## src/sv/glzw_pkg.sv

```systemverilog
`timescale 1ns / 1ps
// ----------------------------------------------------------------------------
// glzw_pkg
// Shared types and constants for the GIF LZW decoder.
// ----------------------------------------------------------------------------
package glzw_pkg;

  localparam int MAX_CODE_WIDTH = 12;
  localparam int DICT_SLOTS     = 1 << MAX_CODE_WIDTH;
  localparam int CODE_W         = MAX_CODE_WIDTH;
  localparam int NFC_W          = MAX_CODE_WIDTH + 1;
  localparam int BUF_W          = 2 * MAX_CODE_WIDTH;
  localparam int HELD_W         = $clog2(BUF_W + 1);
  localparam int PAL_ENTRIES    = 256;
  localparam int PAL_W          = (PAL_ENTRIES > 1) ? $clog2(PAL_ENTRIES) : 1;
  localparam int STEP_W         = 6;

  localparam logic [3:0] MIN_SIZE_RESET = 4'd8;

  localparam logic [1:0] STATUS_PIXEL = 2'd0;
  localparam logic [1:0] STATUS_END   = 2'd1;
  localparam logic [1:0] STATUS_BAD   = 2'd2;

  localparam logic CMD_PALETTE = 1'b0;
  localparam logic CMD_DATA    = 1'b1;

  typedef struct packed {
    logic        command;
    logic [7:0]  data_byte;
    logic [7:0]  palette_slot;
    logic [23:0] palette_color;
  } item_t;

  typedef struct packed {
    logic [7:0] pixel_index;
    logic [7:0] red;
    logic [7:0] green;
    logic [7:0] blue;
    logic       run_last;
    logic [1:0] status;
  } pixel_t;

  typedef struct packed {
    logic load;
    logic final_now;
    logic run_last;
    logic close;
    logic close_last;
  } hold_ctl_t;

  typedef struct packed {
    logic busy;
  } hold_stat_t;

endpackage

```

## src/sv/glzw_outq.sv

```systemverilog
`timescale 1ns / 1ps
// ----------------------------------------------------------------------------
// glzw_outq
// Hold stage that settles the last-of-run flag, then the output register.
// ----------------------------------------------------------------------------
module glzw_outq import glzw_pkg::*; (
  input  logic       clk,
  input  logic       rst,
  input  hold_ctl_t  ctl,
  input  pixel_t     res,
  output hold_stat_t stat,
  output logic       pixel_valid,
  input  logic       pixel_stall,
  output pixel_t     pixel
);

  logic   hold_valid;
  logic   hold_final;
  logic   hold_last;
  pixel_t hold;
  pixel_t hold_out;
  logic   move;

  assign move = hold_valid && hold_final && (!pixel_valid || !pixel_stall);
  assign stat.busy = hold_valid;

  always_comb begin
    hold_out          = hold;
    hold_out.run_last = hold_last;
  end

  always_ff @(posedge clk) begin
    if (rst) begin
      hold_valid  <= 1'b0;
      hold_final  <= 1'b0;
      pixel_valid <= 1'b0;
    end else begin
      if (move) begin
        pixel_valid <= 1'b1;
        pixel       <= hold_out;
        hold_valid  <= 1'b0;
      end else if (pixel_valid && !pixel_stall) begin
        pixel_valid <= 1'b0;
      end
      if (ctl.close && hold_valid && !hold_final) begin
        hold_final <= 1'b1;
        hold_last  <= ctl.close_last;
      end
      if (ctl.load) begin
        hold_valid <= 1'b1;
        hold       <= res;
        hold_final <= ctl.final_now;
        hold_last  <= ctl.run_last;
      end
    end
  end

endmodule

```

## config.mk

```make
export PLATFORM = sky130hd
export DESIGN_NAME = glzw_outq
export DESIGN_NICKNAME = d
export VERILOG_FILES = /design/src/sv/glzw_pkg.sv /design/src/sv/glzw_outq.sv
export SDC_FILE = /design/constraint.sdc
export NUM_CORES = 1
export LEC_CHECK = 0
export BUFFER_PORTS_ARGS = -buffer_cell sky130_fd_sc_hd__buf_2
export CORE_ASPECT_RATIO = 1.75
export CORE_UTILIZATION = 52
export CTS_CLUSTER_DIAMETER = 30
export DETAILED_ROUTE_END_ITERATION = 8
export GPL_TIMING_DRIVEN = 0
export PLACE_DENSITY_LB_ADDON = 0.15
export SYNTH_ARGS = -nofsm -noshare
export SYNTH_HDL_FRONTEND = slang
export SYNTH_SLANG_ARGS = --single-unit
```

## constraint.sdc

```tcl
create_clock -name clk -period 6.19 [get_ports clk]
set_input_delay 1.238 -clock clk [delete_from_list [all_inputs] [get_ports clk]]
set_output_delay 1.238 -clock clk [all_outputs]
set_load 0.03 [all_outputs]
```

; ---- Word level (Yosys, flattened, before mapping)
; Index checks and enable logic that the tools add are counted.
[op_classes]
n_reduce_logical = 15
muxes = 8
bitwise = 1
[op_table]
columns = operator, count
row1 = 1-bit 2-to-1 mux, 8
row2 = 2-bit AND reduction, 3
row3 = 2-bit nonzero test, 3
row4 = 1-bit logical AND, 5
row5 = 1-bit zero test, 3
row6 = 1-bit logical OR, 1
row7 = 1-bit NOT, 1
[totals]
regBits = 73
wordCells = 39
output_inout_bits = 37

; ---- Logic depth before layout (Yosys ltp)
[logic_depth]
ltp_word = 5
ltp_mapped = 2
mapped_depth_nobuf = 2

; ---- Worst setup path after synthesis
; OpenSTA, ideal clock, no wires.
[synth_path]
path_kind = input port to flip-flop
start = input pixel_stall
end = register pixel[0] (netlist name) (enable)
cell_stages = 2
t_required_ns = 5.711
setup_ns = 0.479
setup_slack_ns = 1.760
n_path_buf = 0
arrival_time_ns = 3.951
cell_sequence = nand2_1 > nor3b_1
[synth_via]
elab_chain_len = 4
[synth_lines]
columns = element, line
row1 = "start, declared", glzw_outq.sv:13  ; input logic pixel_stall,
row2 = 1-bit zero test, glzw_outq.sv:24  ; assign move = hold_valid && hold_final && (!pixel_valid || !pixel_stall);
row3 = 1-bit logical OR, glzw_outq.sv:24
row4 = 1-bit logical AND, glzw_outq.sv:24
row5 = 2-bit AND reduction (no line), -
row6 = "end signal, assigned", glzw_outq.sv:40  ; pixel <= hold_out;
row7 = "end, declared", glzw_outq.sv:14  ; output pixel_t pixel
; Every way passes these cells.
; A chain may end at the register's enable or synchronous reset.

; ---- Worst setup path in the final report
[layout_path]
start = input pixel_stall
end = register pixel[31] (netlist name) (enable)
; The elaborated chain is that of the path after synthesis.

==> metrics.md <==
| Metric | Value |
|---|---|
| Crit-path slowest cell | `nor3b_2` |
| First-pass GRT wire length | `5.21 mm` |
| Crit share post-route | `41.4%` |
| Final net count | `221` |
| Initial DRC Count | `28` |
| CP Max Fanout | `13` |
| Worst Hold Class | `reg -> reg` |
| Final slew viol count | `0` |
| Die area | `4610 um2` |
| Routed vias | `1131` |
| Die Y | `89.0 um` |
| Tmin final | `2.56 ns` |
| PwrDens | `348 nW/um2` |
| Syn Std Cell Area | `2250 um2` |
| Total track usage | `17.1%` |
| Endpoints failing hold | `0` |
| Crit path largest cell delay | `0.88 ns` |
| Num CTS Buffers | `9` |
| Fmax | `0.390 GHz` |
| Top cell type's share of synthesized area | `93.4%` |
| Clock root buffer | `clkbuf_8` |
| Crit path arrival time | `2.60 ns` |
| Detail Placement HPWL | `2.27 mm` |
| Vias in the first global route | `1121` |
| Largest net degree at the start of global routing | `35` |
| GR Overflow Total | `0` |
| Antenna viol nets, final | `0` |
| Critical path buffers and inverters | `2` |
| Via density | `4.90` |
| Syn Nets | `130` |
| Remaining DRCs | `0` |
| Layout cells sized above 1 | `54.9%` |
| Run status | `complete, no violations` |
| Worst Skew | `0.00568 ns` |
| Die width | `51.7 um` |
| Post_cts resized | `0` |
| CTS tree | `done` |
| Critical path class | `in -> reg` |
| Initial antenna violation count | `0` |
| Max_slew headroom | `27.8%` |
| WL/cell | `15.4 um` |
| Setup bufs post-CTS | `0` |
| Core area | `4150 um2` |
| Avg Cell Area, Syn | `25.9 um2` |
| WL final | `3.56 mm` |
| Area contributors post-synth | `edfxtp_1 (93%), dfxtp_1 (2.7%), a311oi_2 (0.67%), mux2_2 (0.50%), a21oi_1 (0.44%)` |
| Initial Utilization | `54.2%` |
| Slew @ Worst Pin | `1.08 ns` |
| Clk_lat worst skew | `0.33 ns` |
| Clk buf depth | `2` |
| Sequential-to-total area share from yosys stat | `96.1%` |
| Ys Warns | `0` |
| Filler instances | `261` |
| Area leader, netlist | `edfxtp_1` |
| Max-cap viol count | `0` |
| Ant. Diodes | `0` |
| Synth cell types | `13` |
| Cell Chain, Critical Path | `buf_2, nand2_1, nor3b_2, buf_6` |
| Hold_buf cts | `0` |
| DR pass1 iterations | `4` |
| Clock slew at reported path FFs | `0.07 ns` |
| Final Setup Violations | `0` |
| Setup TNS | `0 ns` |
| Req. time, crit path | `6.23 ns` |
| H-tree depth | `3` |
| IO Port Bufs | `78` |
| Worst path top cell family by delay | `simple AND/OR/NAND/NOR gates` |
| Worst Setup End Kind | `register` |
| P_leak | `1.14 nW` |
| Ports | `80` |
| Final GP Congestion | `0.726` |
| Syn Inst Count | `87` |
| Clk sink count | `73` |
| RSZ-0062 raised after global routing | `no` |
| CP Launch Type | `input pin` |
| Site Rows | `31` |
| Synth Register Bits | `73` |
| VDD IR-drop max | `0.294 mV` |
| Total power | `0.00103 W` |
| Layout area overhead | `32.1%` |
[layer usage]
layer	share of wire, %	GRT usage [%]	vias up
met5	0	0	-
met4	2.0	9.58	0
met3	7.8	7.14	7
met2	53	28.1	58
met1	37	18.3	538
li1	-	-	528
[layout make-up]
class	count	area [um2]	area share, %
Multi-Input combinational cell	13	97.6	3.28
Sequential cell	73	2160	72.7
Inverter	1	3.75	0.126
Clock buffer	9	124	4.17
Tap cell	49	61.3	2.06
Clock inverter	6	108	3.62
Timing Repair Buffer	80	417	14.0
[path summary, 6_finish.rpt]
kind	from	to	slack, ns	cells after the start
worst min-delay path	hold[12]$_DFFE_PP_	pixel[12]$_DFFE_PP_	0.42	0
worst max-delay path	pixel_stall	pixel[31]$_DFFE_PP_	3.63	4
worst max register to register	stat$_SDFFE_PP0P_	pixel[31]$_DFFE_PP_	4.25	3
worst min register to register	hold[12]$_DFFE_PP_	pixel[12]$_DFFE_PP_	0.42	0
[power by group]
part,switching [W],internal (W)
Clock,0.000161,0.000264
Combinational,0.0000232,0.0000150
Sequential,0.00000651,0.000565
Total,0.000191,0.000844
[stage by stage]
step / utilization (%) / hold WS [ns] / std cells / setup WS (ns) / instance area, um2
finish: 71.6 / 0.422 / 231 / 3.63 / 2970
global route: 71.6 / 0.434 / 231 / 3.48 / 2970
CTS: 71.6 / 0.421 / 231 / 3.61 / 2970
detailed placement: 66.1 / 0.405 / 216 / 3.25 / 2740
global placement: 65.1 / 0.400 / 214 / 0.805 / 2700
floorplan: - / 0.400 / 87 / 1.76 / 2250
[layout by cell type, fill, tap and decap left out, drive strengths merged]
cell | synthesis | layout
dfxtp | 3 | 3
a211oi | 1 | 1
clkinv | 0 | 2
clkbuf | 0 | 9
nor2 | 2 | 2
a311oi | 1 | 1
nand3b | 1 | 1
inv | 1 | 1
buf | 0 | 80
clkinvlp | 0 | 1
nor3 | 1 | 1
bufinv | 0 | 3
nand2 | 2 | 2
nor2b | 1 | 1
mux2 | 1 | 1
edfxtp | 70 | 70
nor3b | 1 | 1
a21oi | 2 | 2
[synthesized netlist by cell type]
library cell / number
nor2_1: 2
nor2b_1: 1
a211oi_1: 1
edfxtp_1: 70
dfxtp_1: 3
nand2_1: 2
inv_2: 1
a311oi_2: 1
a21oi_1: 2
mux2_2: 1
nor3_1: 1
nor3b_1: 1
nand3b_1: 1
[worst register-to-register path: cells and delay by family, from the launching register on]
family	cells	cell delay (ns)
flip-flops	1	0.41
buffers and inverters	1	0.27
AND/OR/NAND/NOR	2	0.98
[cell families (layout without fill, tap and decap cells)]
logic type / count (synthesis) / after routing / synth area share [%]
AO/OA/AOI/OAI: 4 / 4 / 1.45
buffers and inverters: 1 / 96 / 0.167
flip-flops: 73 / 73 / 96.1
multiplexers: 1 / 1 / 0.500
AND/OR/NAND/NOR: 8 / 8 / 1.83
[flip-flops by register name, indices dropped and copies added, names as in the netlist]
register / flops
hold: 34
hold_final: 1
hold_last: 1
pixel: 35
pixel_valid: 1
stat: 1
(Power assumes the default switching activity.)
